File: src/hdl/dcp_pkg.sv
// ============================================================================
// Disc collision physics step: shared package
// Types, constants and helper functions for the disc collision block.
// ============================================================================
package dcp_pkg;

    localparam int DATA_W     = 24;
    localparam int SIZE_W     = 8;
    localparam int FUNC_W     = 2;
    localparam int STATUS_W   = 2;
    localparam int OUT_IDX_W  = 6;
    localparam int CFG_IDX_W  = 2;
    localparam int CFG_DATA_W = 16;
    localparam int DIM_W      = 15;
    localparam int GRAV_W     = 16;

    localparam int MAX_PARTICLES_DEF = 64;
    localparam int FRAC_BITS_DEF     = 8;

    localparam int MUL_W  = 27;
    localparam int PROD_W = 2 * MUL_W;
    localparam int WIDE_W = 56;
    localparam int RAD_W  = 50;
    localparam int ROOT_W = 25;
    localparam int QUOT_W = 17;
    localparam int NRM_W  = QUOT_W + 1;
    localparam int ITER_W = $clog2(ROOT_W);

    localparam int DRAG_Q16   = 65470;
    localparam int BOUNCE_Q16 = 58982;
    localparam int RND_SHIFT  = 16;
    localparam int NORM_SHIFT = 16;
    localparam int GRAV_SHIFT = 8;
    localparam int WALL_GAP   = 2;

    localparam logic [DIM_W-1:0]  WIDTH_RST   = 15'd640;
    localparam logic [DIM_W-1:0]  HEIGHT_RST  = 15'd480;
    localparam logic [GRAV_W-1:0] GRAVITY_RST = 16'd16;

    localparam logic [CFG_IDX_W-1:0] CFG_WIDTH   = 2'd0;
    localparam logic [CFG_IDX_W-1:0] CFG_HEIGHT  = 2'd1;
    localparam logic [CFG_IDX_W-1:0] CFG_GRAVITY = 2'd2;

    typedef enum logic [FUNC_W-1:0] {
        FUNC_APPEND,
        FUNC_CLEAR,
        FUNC_FRAME,
        FUNC_NOP
    } func_t;

    typedef enum logic [STATUS_W-1:0] {
        STATUS_OK,
        STATUS_FULL,
        STATUS_EMPTY
    } status_t;

    typedef enum logic [4:0] {
        ST_IDLE,
        ST_OUT,
        ST_I_RD,
        ST_I_LD,
        ST_I_DRAG,
        ST_I_DRAGW,
        ST_J_RD,
        ST_J_LD,
        ST_J_DX2,
        ST_J_DY2,
        ST_J_REACH,
        ST_J_CMP,
        ST_J_SQRT,
        ST_J_DIVX,
        ST_J_DIVY,
        ST_J_MV1,
        ST_J_MV2,
        ST_J_MV3,
        ST_J_ME1,
        ST_J_ME2,
        ST_J_ME3,
        ST_W_BY,
        ST_W_BX,
        ST_W_WR,
        ST_O_RD,
        ST_O_LD
    } state_t;

    typedef enum logic {
        RD_SQRT,
        RD_DIV
    } rd_mode_t;

    typedef struct packed {
        logic     start;
        rd_mode_t mode;
    } rd_ctrl_t;

    typedef struct packed {
        logic signed [DATA_W-1:0] pos_x;
        logic signed [DATA_W-1:0] pos_y;
        logic signed [DATA_W-1:0] vel_x;
        logic signed [DATA_W-1:0] vel_y;
        logic        [SIZE_W-1:0] size;
    } disc_t;

    function automatic logic signed [DATA_W-1:0] sat24(input logic signed [WIDE_W-1:0] v);
        logic signed [WIDE_W-1:0] hi;
        logic signed [WIDE_W-1:0] lo;
        logic signed [DATA_W-1:0] r;
        hi = WIDE_W'(8388607);
        lo = -WIDE_W'(8388608);
        if (v > hi) begin
            r = 24'sh7FFFFF;
        end
        else if (v < lo) begin
            r = 24'sh800000;
        end
        else begin
            r = v[DATA_W-1:0];
        end
        return r;
    endfunction

    function automatic logic signed [WIDE_W-1:0] round16(input logic signed [WIDE_W-1:0] v);
        logic signed [WIDE_W-1:0] half;
        half = WIDE_W'(1 << (RND_SHIFT - 1));
        return (v + half) >>> RND_SHIFT;
    endfunction

endpackage

File: src/hdl/dcp_mul.sv
// ============================================================================
// Disc collision physics step: shared multiplier
// Signed multiplier with a registered product, one result per cycle.
// ============================================================================
module dcp_mul (
    input  logic                                clk,
    input  logic signed [dcp_pkg::MUL_W-1:0]    a,
    input  logic signed [dcp_pkg::MUL_W-1:0]    b,
    output logic signed [dcp_pkg::PROD_W-1:0]   p
);

    logic signed [dcp_pkg::PROD_W-1:0] p_reg;

    always_ff @(posedge clk)
    begin
        p_reg <= dcp_pkg::PROD_W'(a) * dcp_pkg::PROD_W'(b);
    end

    assign p = p_reg;

endmodule

File: config.mk
export PLATFORM = sky130hd
export DESIGN_NAME = dcp_mul
export DESIGN_NICKNAME = d
export VERILOG_FILES = /design/src/hdl/dcp_pkg.sv /design/src/hdl/dcp_mul.sv
export SDC_FILE = /design/constraint.sdc
export NUM_CORES = 2
export LEC_CHECK = 0
export BUFFER_PORTS_ARGS = -buffer_cell sky130_fd_sc_hd__buf_2
export CAP_MARGIN = 10
export CELL_PAD_IN_SITES_DETAIL_PLACEMENT = 1
export CELL_PAD_IN_SITES_GLOBAL_PLACEMENT = 1
export CORE_MARGIN = 2
export CORE_UTILIZATION = 40
export CTS_BUF_LIST = sky130_fd_sc_hd__clkbuf_8
export DETAILED_ROUTE_END_ITERATION = 6
export PLACE_DENSITY_LB_ADDON = 0.05
export SLEW_MARGIN = 20
export SYNTH_ARGS = -nofsm -noshare
export SYNTH_HDL_FRONTEND = slang
export SYNTH_SLANG_ARGS = --single-unit
File: constraint.sdc
create_clock -name clk -period 15.37 [get_ports clk]
set_input_delay 0.7685 -clock clk [delete_from_list [all_inputs] [get_ports clk]]
set_output_delay 0.7685 -clock clk [all_outputs]
set_load 0.05 [all_outputs]
# == Yosys cells after proc, flatten, opt, wreduce, memory -nomap -nowiden ==
# Cells that the tools add are included.
# op_classes
n_mul,1
# ops
cell,count
$mul 27x27->54,1
# word_totals
reg_bits,54
inputBits,55
output_inout_bits,54
elab_cells,2

# == Logic depth before layout (Yosys ltp) ==
# depth
word_depth,1
depth_mapped,28
ltp_nobuf,25

# == Least setup slack after synthesis ==
# OpenSTA, ideal clock, no wires.
# synth_timing
path_type,input to register
start,input b[7] (netlist name)
end,register p_reg (netlist bit p[53])
setup_ns,0.124
arrival_time_ns,7.371
required_time_ns,15.246
setup_slack_ns,7.875
cell_stages,24
path_buffers,3
cell_sequence,clkbuf_1 > clkbuf_1 > nand2_1 > fa_1 > inv_1 > fa_1 > inv_1 > fa_1 > inv_1 > fa_1 > fa_1 > fa_1 > fa_1 > ha_1 > clkbuf_8 > a21o_1 > a21o_1 > a21o_1 > a21o_1 > a21oi_1 > o211ai_1 > a31o_1 > a2111oi_4 > nor3_2
# synth_between
elab_chain_len,1
# synth_lines
item,line_no,rtl
start: declaration,dcp_mul.sv:8,"input logic signed [dcp_pkg::MUL_W-1:0] b,"
$mul 27x27->54,dcp_mul.sv:16,p_reg <= dcp_pkg::PROD_W'(a) * dcp_pkg::PROD_W'(b);
end signal: assignment,dcp_mul.sv:16,
end: declaration,dcp_mul.sv:12,logic signed [dcp_pkg::PROD_W-1:0] p_reg;
# No other way between the ends.

# == Final worst setup path ==
# layout_timing
start,input b[0] (netlist name)
end,register p_reg (netlist bit p[53])
# The elaborated chain is that of the path after synthesis.

==> impl_metrics.ini <==
[synth]
ys_top_cells_by_area = fa_1, inv_1, ha_1
synth_seq_cells = 54
yosys.area.top_type = fa_1
seq_area_frac_synth = 0.0391
ys_types = 65
synth_top_area_frac = 0.551
yosys_warnings = 0
syn_inst = 2969
ys.flop_type = dfxtp_1
syn_nets = 3943
postSynthAreaPerCell_um2 = 9.31
synth_common_cells = inv_1, fa_1, nand2_1
async_reset_ff_frac = 0
netlist_area_um2 = 27600
synth.most_common_cell = inv_1
synth_edf_count = 0

[route]
drt_wl_total_mm = 81.7
via_per_inst = 4.99
vias = 19100
firstDrtPassIters = 5
wire_per_inst_um = 21.4
first_iter_violations = 684
antenna_left = 0
drc_errors = 0

[sta]
min_period_ns = 8.18
post-route-period-util = 0.532
tns_ns = 0
final_max_slew_viol_count = 0
rsz0062_at_grt = false
worst_pin_slew_ns = 0.867
timing.fmax_mhz = 122
fin_hold_ws_ns = 0.988
slew_headroom = 0.416
hold_violations = 0
setup_viol = 0

[place]
dp.cells = 3816
dpl.hpwl_mm = 69.0
gp_congestion = 0.845
dpl_cell_area_um2 = 28700
portBuffers = 108

[grt]
grt_max_degree = 28
grt_pass1_wl_mm = 130
grt_pass1_vias = 22800
grt.total_usage = 0.241
antenna_found_initial = 2
grt_remaining_overflow = 0

[worst_setup_path]
cp.required_ns = 15.62
critPathArrivalTime_ns = 8.42
cp-end-kind = flop
path_max_fanout = 27
critical_path.most_common_cell = fa_1
crit_chain = buf_2 -> nand2_1 -> inv_1 -> fa_1 -> fa_1 -> fa_1 -> ha_1 -> inv_1 -> fa_1 -> inv_1 -> fa_1 -> inv_1 -> fa_1 -> inv_1 -> ha_1 -> nand4_1 -> or2_2 -> a2111oi_0 -> a211oi_2 -> nand2b_1 -> a31o_1 -> and4_1 -> nor3_2
cp-start-kind = primary input
crit_buf_inv = 6
max_stage_delay_ns = 0.77
crit_slowest_cell = fa_1
crit_family = adder cells
path_class = primary input to flop

[floorplanning]
core_um2 = 68500
die_width_um = 267
fp.dieArea_um2 = 71200
die_h_um = 267
rows = 96
ios = 109
initial_core_util = 0.404

[cts]
clkTransAtPathRegs_ns = 0.12
cts.path.max_buffers = 2
cts.repair.resized = 0
clock-sinks = 54
cts_hold_buf = 0
postCtsSetupBuffers = 0
root_buffer = clkbuf_8
h-tree-depth = 2
cts_made_buffers = 5
cts_tree = built

[job]
max_cap_violations = 0

[cells_and_area]
drive_above_1_share = 0.0493
largest_reg_flops = 54
insertedDiodeCount = 0
fin_cells = 3824
syn_to_final_growth_pct = 4.16
final_area_um2 = 28800
finalNetCount = 3915

[hold_path]
hold_class = primary input to flop
whs_path_depth = 2
holdPathEnd = p[0]
hp-start = b[0]

[run_status]
status = complete, no violations
[per-layer routing]
| layer | GRT usage | wire length, um | up-vias | part of all wire |
|---|---|---|---|---|
| met2 | 0.476 | 46700 | 237 | 0.57 |
| met1 | 0.274 | 30800 | 10400 | 0.38 |
| li1 | - | - | 8324 | - |
| met5 | 0 | 26 | - | 0.00032 |
| met4 | 0.0701 | 2690 | 4 | 0.033 |
| met3 | 0.0171 | 1500 | 96 | 0.018 |
[placed cells by master, fill, tap and decap left out, types with 6 or more instances in the layout]
master,instances
a211oi_1,7
a21o_1,41
a21oi_1,36
a31oi_1,6
and2_1,299
buf_2,108
dfxtp_1,54
fa_1,761
ha_1,158
inv_1,822
nand2_1,421
nand2b_1,11
nand3_1,9
nand4_1,9
nor2_1,42
o21ai_0,11
o21ai_1,6
o21bai_1,10
xnor2_1,43
xor2_1,14
[metrics by stage]
| stage | utilization | setup slack [ns] |
|---|---|---|
| after floorplan | - | 7.88 |
| after global routing | 0.420 | 6.70 |
| after global placement | 0.419 | 7.11 |
| after CTS | 0.420 | 7.15 |
| final | 0.420 | 7.19 |
| after detailed placement | 0.419 | 6.80 |
[final cells by class]
class	count	area, um^2
inverters	822	3090
clock inverters	3	28.8
repair buffers	111	563
flip-flops and latches	54	1080
clock buffers	5	68.8
well taps	882	1100
fillers	7927	39700
multi-input cells	1947	22900
[cell families (layout without fill, tap and decap cells)]
group | after synthesis | count (layout) | synth area share
xor+xnor | 57 | 57 | 0.0181
compound gates | 155 | 155 | 0.0427
flops | 54 | 54 | 0.0391
fa+ha+maj | 919 | 919 | 0.623
simple gates | 816 | 816 | 0.143
buf+inv | 968 | 941 | 0.134
[worst max path at each step]
stage          start     to  cells past startpoint  slack [ns]
6_report        b[0]  p[53]                     23        7.19
5_1_grt         b[0]  p[53]                     23        6.70
4_1_cts         b[0]  p[53]                     23        7.15
3_5_place_dp    b[0]  p[53]                     23        6.80
3_3_place_gp    b[0]  p[53]                     23        7.11
2_1_floorplan   b[7]  p[53]                     24        7.88
Power is left out: the tool's default activity adds up to more than one toggle a clock period on the data nets, which glitch-free logic cannot reach.
