`src/hdl/dcp_pkg.sv`:
```
// ============================================================================
// Disc collision physics step: shared package
// Types, constants and helper functions for the disc collision block.
// ============================================================================
package dcp_pkg;

    localparam int DATA_W     = 24;
    localparam int SIZE_W     = 8;
    localparam int FUNC_W     = 2;
    localparam int STATUS_W   = 2;
    localparam int OUT_IDX_W  = 6;
    localparam int CFG_IDX_W  = 2;
    localparam int CFG_DATA_W = 16;
    localparam int DIM_W      = 15;
    localparam int GRAV_W     = 16;

    localparam int MAX_PARTICLES_DEF = 64;
    localparam int FRAC_BITS_DEF     = 8;

    localparam int MUL_W  = 27;
    localparam int PROD_W = 2 * MUL_W;
    localparam int WIDE_W = 56;
    localparam int RAD_W  = 50;
    localparam int ROOT_W = 25;
    localparam int QUOT_W = 17;
    localparam int NRM_W  = QUOT_W + 1;
    localparam int ITER_W = $clog2(ROOT_W);

    localparam int DRAG_Q16   = 65470;
    localparam int BOUNCE_Q16 = 58982;
    localparam int RND_SHIFT  = 16;
    localparam int NORM_SHIFT = 16;
    localparam int GRAV_SHIFT = 8;
    localparam int WALL_GAP   = 2;

    localparam logic [DIM_W-1:0]  WIDTH_RST   = 15'd640;
    localparam logic [DIM_W-1:0]  HEIGHT_RST  = 15'd480;
    localparam logic [GRAV_W-1:0] GRAVITY_RST = 16'd16;

    localparam logic [CFG_IDX_W-1:0] CFG_WIDTH   = 2'd0;
    localparam logic [CFG_IDX_W-1:0] CFG_HEIGHT  = 2'd1;
    localparam logic [CFG_IDX_W-1:0] CFG_GRAVITY = 2'd2;

    typedef enum logic [FUNC_W-1:0] {
        FUNC_APPEND,
        FUNC_CLEAR,
        FUNC_FRAME,
        FUNC_NOP
    } func_t;

    typedef enum logic [STATUS_W-1:0] {
        STATUS_OK,
        STATUS_FULL,
        STATUS_EMPTY
    } status_t;

    typedef enum logic [4:0] {
        ST_IDLE,
        ST_OUT,
        ST_I_RD,
        ST_I_LD,
        ST_I_DRAG,
        ST_I_DRAGW,
        ST_J_RD,
        ST_J_LD,
        ST_J_DX2,
        ST_J_DY2,
        ST_J_REACH,
        ST_J_CMP,
        ST_J_SQRT,
        ST_J_DIVX,
        ST_J_DIVY,
        ST_J_MV1,
        ST_J_MV2,
        ST_J_MV3,
        ST_J_ME1,
        ST_J_ME2,
        ST_J_ME3,
        ST_W_BY,
        ST_W_BX,
        ST_W_WR,
        ST_O_RD,
        ST_O_LD
    } state_t;

    typedef enum logic {
        RD_SQRT,
        RD_DIV
    } rd_mode_t;

    typedef struct packed {
        logic     start;
        rd_mode_t mode;
    } rd_ctrl_t;

    typedef struct packed {
        logic signed [DATA_W-1:0] pos_x;
        logic signed [DATA_W-1:0] pos_y;
        logic signed [DATA_W-1:0] vel_x;
        logic signed [DATA_W-1:0] vel_y;
        logic        [SIZE_W-1:0] size;
    } disc_t;

    function automatic logic signed [DATA_W-1:0] sat24(input logic signed [WIDE_W-1:0] v);
        logic signed [WIDE_W-1:0] hi;
        logic signed [WIDE_W-1:0] lo;
        logic signed [DATA_W-1:0] r;
        hi = WIDE_W'(8388607);
        lo = -WIDE_W'(8388608);
        if (v > hi) begin
            r = 24'sh7FFFFF;
        end
        else if (v < lo) begin
            r = 24'sh800000;
        end
        else begin
            r = v[DATA_W-1:0];
        end
        return r;
    endfunction

    function automatic logic signed [WIDE_W-1:0] round16(input logic signed [WIDE_W-1:0] v);
        logic signed [WIDE_W-1:0] half;
        half = WIDE_W'(1 << (RND_SHIFT - 1));
        return (v + half) >>> RND_SHIFT;
    endfunction

endpackage

```
`src/hdl/dcp_rootdiv.sv`:
```
// ============================================================================
// Disc collision physics step: root and divide unit
// Iterative integer square root and normal divider on one compare-subtract.
// ============================================================================
module dcp_rootdiv (
    input  logic                               clk,
    input  logic                               rst_n,
    input  dcp_pkg::rd_ctrl_t                  ctrl,
    input  logic [dcp_pkg::RAD_W-1:0]          radicand,
    input  logic [dcp_pkg::ROOT_W-1:0]         num,
    input  logic [dcp_pkg::ROOT_W-1:0]         den,
    output logic                               busy,
    output logic [dcp_pkg::ROOT_W-1:0]         result
);

    localparam int REM_W = dcp_pkg::RAD_W + 1;

    logic                              busy_reg;
    logic                              busy_next;
    logic [dcp_pkg::ITER_W-1:0]        iter_reg;
    dcp_pkg::rd_mode_t                 mode_reg;
    logic [REM_W-1:0]                  rem_reg;
    logic [REM_W-1:0]                  rem_next;
    logic [REM_W-1:0]                  res_reg;
    logic [REM_W-1:0]                  res_next;
    logic [dcp_pkg::RAD_W-1:0]         bit_reg;
    logic [dcp_pkg::ROOT_W-1:0]        den_reg;
    logic [REM_W-1:0]                  sub;
    logic [REM_W-1:0]                  diff;
    logic                              ge;

    assign sub  = (mode_reg == dcp_pkg::RD_SQRT) ? res_reg + REM_W'(bit_reg)
                                                 : REM_W'(den_reg);
    assign ge   = rem_reg >= sub;
    assign diff = rem_reg - sub;

    always_comb
    begin
        if (mode_reg == dcp_pkg::RD_SQRT) begin
            rem_next = ge ? diff : rem_reg;
            res_next = ge ? (res_reg >> 1) + REM_W'(bit_reg) : (res_reg >> 1);
        end
        else begin
            rem_next = (ge ? diff : rem_reg) << 1;
            res_next = {res_reg[REM_W-2:0], ge};
        end
        busy_next = busy_reg && (iter_reg != '0);
    end

    always_ff @(posedge clk or negedge rst_n)
    begin
        if (!rst_n) begin
            busy_reg <= 1'b0;
            iter_reg <= '0;
        end
        else if (ctrl.start) begin
            busy_reg <= 1'b1;
            iter_reg <= (ctrl.mode == dcp_pkg::RD_SQRT) ?
                        dcp_pkg::ITER_W'(dcp_pkg::ROOT_W - 1) :
                        dcp_pkg::ITER_W'(dcp_pkg::QUOT_W - 1);
        end
        else if (busy_reg) begin
            busy_reg <= busy_next;
            iter_reg <= iter_reg - 1'b1;
        end
    end

    always_ff @(posedge clk)
    begin
        if (ctrl.start) begin
            mode_reg <= ctrl.mode;
            den_reg  <= den;
            res_reg  <= '0;
            bit_reg  <= dcp_pkg::RAD_W'(1) << (dcp_pkg::RAD_W - 2);
            if (ctrl.mode == dcp_pkg::RD_SQRT) begin
                rem_reg <= REM_W'(radicand);
            end
            else begin
                rem_reg <= REM_W'(num);
            end
        end
        else if (busy_reg) begin
            rem_reg <= rem_next;
            res_reg <= res_next;
            bit_reg <= bit_reg >> 2;
        end
    end

    assign busy   = busy_reg;
    assign result = res_reg[dcp_pkg::ROOT_W-1:0];

endmodule

```
`config.mk`:
```
export PLATFORM = sky130hd
export DESIGN_NAME = dcp_rootdiv
export DESIGN_NICKNAME = d
export VERILOG_FILES = /design/src/hdl/dcp_pkg.sv /design/src/hdl/dcp_rootdiv.sv
export SDC_FILE = /design/constraint.sdc
export NUM_CORES = 1
export LEC_CHECK = 0
export BUFFER_PORTS_ARGS = -buffer_cell sky130_fd_sc_hd__buf_2
export CORE_MARGIN = 2
export CORE_UTILIZATION = 30
export CTS_CLUSTER_SIZE = 28
export DETAILED_ROUTE_END_ITERATION = 16
export GPL_TIMING_DRIVEN = 0
export RECOVER_POWER = 50
export SKIP_LAST_GASP = 1
export SYNTH_ARGS = -nofsm -noshare
export SYNTH_HDL_FRONTEND = slang
export SYNTH_SLANG_ARGS = --single-unit
export TNS_END_PERCENT = 30
```
`constraint.sdc`:
```
create_clock -name clk -period 17.62 [get_ports clk]
set_input_delay 0.881 -clock clk [delete_from_list [all_inputs] [get_ports clk]]
set_output_delay 0.881 -clock clk [all_outputs]
set_load 0.01 [all_outputs]
```
# Yosys cells after proc, flatten, opt, wreduce, memory -nomap -nowiden

Index checks and enable logic that the tools add are counted.

Word-level logic and storage cells: 31
Input port bits: 104
Register bits: 159
Output and inout port bits: 26

$lt $le $gt $ge: 1
Reduce and logical (&&, ||, !) cells: 5
Add/sub/neg operators: 4
Multiplexer cells: 13

Operators by type and width:

| operator                                          | count |
|---|---|
| two-way mux 51 bit                                | 7 |
| adder 50 x 49 -> 51 bit                           | 1 |
| adder 51 x 49 -> 51 bit                           | 1 |
| >= comparator 51 bit                              | 1 |
| subtractor 51 bit                                 | 1 |
| two-way mux 50 bit                                | 1 |
| two-way mux 5 bit                                 | 2 |
| nonzero test 5 bit                                | 1 |
| subtractor 5 x 1 -> 5 bit (second input constant) | 1 |
| two-way mux 4 bit                                 | 1 |
| nonzero test 3 bit                                | 1 |
| two-way mux 1 bit                                 | 2 |
| AND reduction 2 bit                               | 1 |
| nonzero test 2 bit                                | 1 |
| logical AND 1 bit                                 | 1 |

# Logic depth before layout (Yosys ltp)

Word-level depth: 7
Mapped depth: 26
Gate-level depth less buffers: 23

# Worst setup path before layout

OpenSTA, ideal clock, no wires.

Path kind: register to register
Start point: register res_reg[2]
End point: register rem_reg[48] (data pin)
Setup time: 257 ps
Period minus slack after synthesis: 5572 ps
Required time: 17363 ps
Path buffers: 3
Arrival: 5315 ps
Setup slack: 12048 ps
Cell stages (with the launch flop): 26
Cell sequence: dfxtp_1 > ha_1 > a31oi_1 > a211oi_1 > a22oi_1 > o311a_1 > o31a_1 > o21ai_1 > a21boi_0 > o21bai_1 > xor2_1 > nand2_1 > ha_1 > clkbuf_1 > nand2_1 > nor3_1 > and4_1 > nand2_1 > o21ai_4 > a41oi_4 > or2_1 > buf_6 > buf_6 > a22oi_2 > nand2_1 > a32o_1

Word-level cells in the longest chain between the ends: 7
Elaborated cells on any way between the ends: 8
Those cells by class: add/sub (2); order compare (1); mux (5)

Ends and longest elaborated chain:

| what                                                             | line                                 | RTL |
|---|---|---|
| start: declaration                                               | dcp_rootdiv.sv:24                    | `logic [REM_W-1:0] res_reg;` |
| start signal: assignment                                         | dcp_rootdiv.sv:84                    | `res_reg <= res_next;` |
| adder 51 x 49 -> 51 bit (*)                                      | dcp_rootdiv.sv:32                    | `assign sub = (mode_reg == dcp_pkg::RD_SQRT) ? res_reg + REM_W'(bit_reg)` |
| two-way mux 51 bit (*)                                           | dcp_rootdiv.sv:32                    |  |
| subtractor 51 bit / >= comparator 51 bit (equally long branches) | dcp_rootdiv.sv:35, dcp_rootdiv.sv:34 |  |
| two-way mux 51 bit (*)                                           | dcp_rootdiv.sv:44                    | `rem_next = (ge ? diff : rem_reg) << 1;` |
| two-way mux 51 bit (*)                                           | dcp_rootdiv.sv:39                    | `if (mode_reg == dcp_pkg::RD_SQRT) begin` |
| two-way mux 51 bit (*)                                           | dcp_rootdiv.sv:82                    | `else if (busy_reg) begin` |
| two-way mux 51 bit (*)                                           | dcp_rootdiv.sv:70                    | `if (ctrl.start) begin` |
| end signal: assignment                                           | dcp_rootdiv.sv:76                    | `rem_reg <= REM_W'(radicand);` |
| end signal: assignment                                           | dcp_rootdiv.sv:79                    | `rem_reg <= REM_W'(num);` |
| end signal: assignment                                           | dcp_rootdiv.sv:83                    | `rem_reg <= rem_next;` |
| end: declaration                                                 | dcp_rootdiv.sv:22                    | `logic [REM_W-1:0] rem_reg;` |

Every way passes the cells marked *; elsewhere a longest branch is shown, timed or not. The select of a mux whose other input is x is not followed.
A chain may end at the register's enable or synchronous reset.

# Worst setup path after layout

Start point: register res_reg[2]
End point: register rem_reg[45] (data pin)

Same word-level chain as after synthesis.

==> summary.md <==
| Metric | Value |
|---|---|
| Final Hold Fails | `0` |
| Peak supply drop | `0.119 mV` |
| Setup_tns | `0 ns` |
| CTS tree | `yes` |
| Gr busiest metal | `met2` |
| Routed wire length per instance | `21.9 um` |
| Delay-heaviest family, CP | `compound AO/OA/AOI/OAI gates` |
| Most used flip-flop cell after synthesis | `edfxtp_1` |
| Max Freq | `roughly 140 MHz` |
| Startpoint types | `flip-flop` |
| Gr usage total | `22.2%` |
| Pleak | `7.18 nW` |
| H-tree depth | `4` |
| DR vias | `15800` |
| First-pass GRT wire length | `89.1 mm` |
| PortBufs | `129` |
| Initial Utilization | `30.5%` |
| CP max stage delay | `0.53 ns` |
| CP cell instances | `ha_1 > a31oi_1 > a211oi_1 > a22oi_1 > o311a_1 > o31a_1 > o21ai_1 > a21boi_0 > o21bai_1 > xor2_1 > nand2_1 > ha_1 > clkbuf_1 > nand2_1 > nor3_1 > and4_1 > nand2_1 > o21ai_4 > a41oi_4 > nor2_4 > buf_6 > buf_2 > mux2i_1 > o221ai_1` |
| Vias in the first global route | `14800` |
| Antenna diode count | `0` |
| Area contributors post-synth | `edfxtp_1 15%, dfxtp_1 9.9%, ha_1 8.6%` |
| Post-CTS setup buffers | `0` |
| Placeable Area | `50300 um2` |
| Ys async rst share | `3.77%` |
| Total clock sinks | `around 160` |
| CTS root buffer | `clkbuf_16` |
| Worst setup path class | `reg2reg` |
| Die ar. | `52900 um2` |
| Reg2reg setup slack | `10.32 ns` |
| Initial DRC Count | `1901` |
| Clock buffer depth | `2` |
| CP required | `17.82 ns` |
| Slowest stage cell, crit path | `a211oi_1` |
| # DRC | `0` |
| CTS Hold Bufs | `0` |
| # IOs | `130` |
| FP Rows | `82` |
| 1st-pass router iterations | `6` |
| Crit path time final | `7.30 ns` |
| RSZ-0062 raised after global routing | `false` |
| Pwr/cell area | `~180 nW/um2` |
| Share of post-route cells with drive strength above 1 | `12.0%` |
| Met1 Use GR | `29.2%` |
| Clk_lat worst skew | `0.48 ns` |
| GR Util met3 | `~6.5%` |
| Post-CTS sizing | `0` |
| Synth-to-Final Area Change | `13.6%` |
| Final net count | `2276` |
| Synth warn | `0` |
| Synth Instances | `~1900` |
| Die W | `between 200 and 250 um` |
| Worst hold margin | `0.273 ns` |
| Worst Hold Class | `in2async` |
| Wirelength, routed | `about 60 mm` |
| Via density | `between 5 and 6` |
| GR Util met2 | `roughly a third` |
| CP max FO | `10` |
| Yosys cell types | `88` |
| Slew Viols, Final | `28` |
| Endpoint class of the critical path | `flip-flop` |
| Slew @ Worst Pin | `between 1.5 and 2 ns` |
| # setup viols final | `0` |
| Register bit total from synthesis | `159` |
| Largest net degree at the start of global routing | `29` |
| Failing checks | `max-capacitance violations, max-slew violations` |
| Mapped Area | `15300 um2` |
| GPL Wtd Cong | `0.937` |
| Outcome | `finished with violations` |
| Syn_area_per_cell | `7.99 um2` |
| Tot Pwr | `a little over 0.003 W` |
| Net Count, Synth | `2127` |
| Final HPWL from detailed placement | `46.5 mm` |
| Worst Skew | `0.0152 ns` |
| Total CTS buffers | `17` |
| Max_slew headroom | `-12.0%` |
| MaxCap Viol Count | `1` |
| Total grt overflow | `0` |
| Post-DRT Antenna Nets | `0` |
| Post-synth EDFFs | `77` |
| Leading area contributor after synthesis | `edfxtp_1` |
| Register area share after synthesis | `26.0%` |
| Crit path buffers/inverters | `3` |
| Area share of the largest cell type after synthesis | `between 15 and 20%` |
| Reg clk slew, reported paths | `~0.070 ns` |
| Die Ht | `230 um` |
| Most numerous cell on the critical path | `nand2_1` |
| Initial antenna violation count | `1` |
| Worst Path Arrival | `7.50 ns` |
| Period Utilization, post-route | `between 40% and 50%` |
[layout by cell type (no fill, tap or decap), drive strengths merged, types with 51 or more instances in the layout]
| master | synthesis | final |
|---|---|---|
| nor2 | 190 | 190 |
| a31oi | 51 | 51 |
| o21ai | 115 | 115 |
| nand2 | 251 | 251 |
| dfxtp | 76 | 76 |
| a21oi | 121 | 121 |
| mux2i | 100 | 100 |
| clkbuf | 101 | 161 |
| ha | 105 | 105 |
| xnor2 | 66 | 66 |
| buf | 59 | 149 |
| xor2 | 67 | 67 |
| edfxtp | 77 | 77 |
[through the flow]
step,utilization (%),area (um2),setup slack [ns],std cells
2_1_floorplan,-,15300,12.05,1917
3_3_place_gp,33.4,16800,10.60,2718
3_5_place_dp,33.5,16800,10.57,2719
4_1_cts,34.7,17400,10.53,2750
5_1_grt,34.6,17400,10.04,2750
6_report,34.6,17400,10.32,2750
[synth_stat cells (34+ instances only)]
cell and n:
a21o_1 40, nand2_1 250, mux2i_1 100, edfxtp_1 77, o21ai_0 103, xnor2_1 66, a21oi_1 121, ha_1 105
nor2_1 189, clkbuf_1 101, nor3_1 39, dfxtp_1 76, xor2_1 67, nand4_1 34, a31oi_1 51
[worst register-to-register path: stages (launching register included)]
cell	delay, ns
dfxtp_1	0.41
ha_1	0.38
a31oi_1	0.15
a211oi_1	0.53
a22oi_1	0.31
o311a_1	0.41
o31a_1	0.39
o21ai_1	0.30
a21boi_0	0.24
o21bai_1	0.23
xor2_1	0.18
nand2_1	0.09
ha_1	0.31
clkbuf_1	0.31
nand2_1	0.17
nor3_1	0.27
and4_1	0.25
nand2_1	0.11
o21ai_4	0.28
a41oi_4	0.13
nor2_4	0.41
buf_6	0.29
buf_2	0.45
mux2i_1	0.27
o221ai_1	0.14
[logic make-up after synthesis]
group	count (synthesis)	synth area share, %
AND/OR/NAND/NOR	649	19.2
flip-flops	159	26.0
buffers and inverters	192	5.81
XOR/XNOR	133	7.60
AO/OA/AOI/OAI	573	25.8
adder cells (fa/ha/maj)	106	8.70
multiplexers	105	6.97
[final cells by class]
cell class                      count  area [um2]
Timing Repair Buffer              130         646
Fill cell                        5367       32900
Sequential cell                   159        3980
Inverter                           32         120
Multi-Input combinational cell   1566       10500
Clock buffer                       20         472
Clock inverter                     11         129
Buffer                            160         771
Tap cell                          672         841
[power by group]
part / switching, W / internal, W / total [W]
clock: 0.000179 / 0.000223 / 0.000402
combinational: 0.00129 / 0.000784 / 0.00207
sequential: 0.0000896 / 0.000504 / 0.000594
[routing by layer]
metal,up-vias,share of wire [%]
met4,0,3.2
met2,790,44
met5,-,0
met1,7470,43
li1,7380,-
met3,112,10
[final timing paths]
path	start	endpoint	depth (start not counted)
min in group clk	iter_reg[4]	iter_reg[4]	2
max in group asynchronous	rst_n	iter_reg[3]	1
min	rst_n	iter_reg[4]	1
max	res_reg[2]	rem_reg[45]	24
min reg2reg	iter_reg[4]	iter_reg[4]	2
max reg2reg	res_reg[2]	rem_reg[45]	24
(Power assumes the default switching activity.)
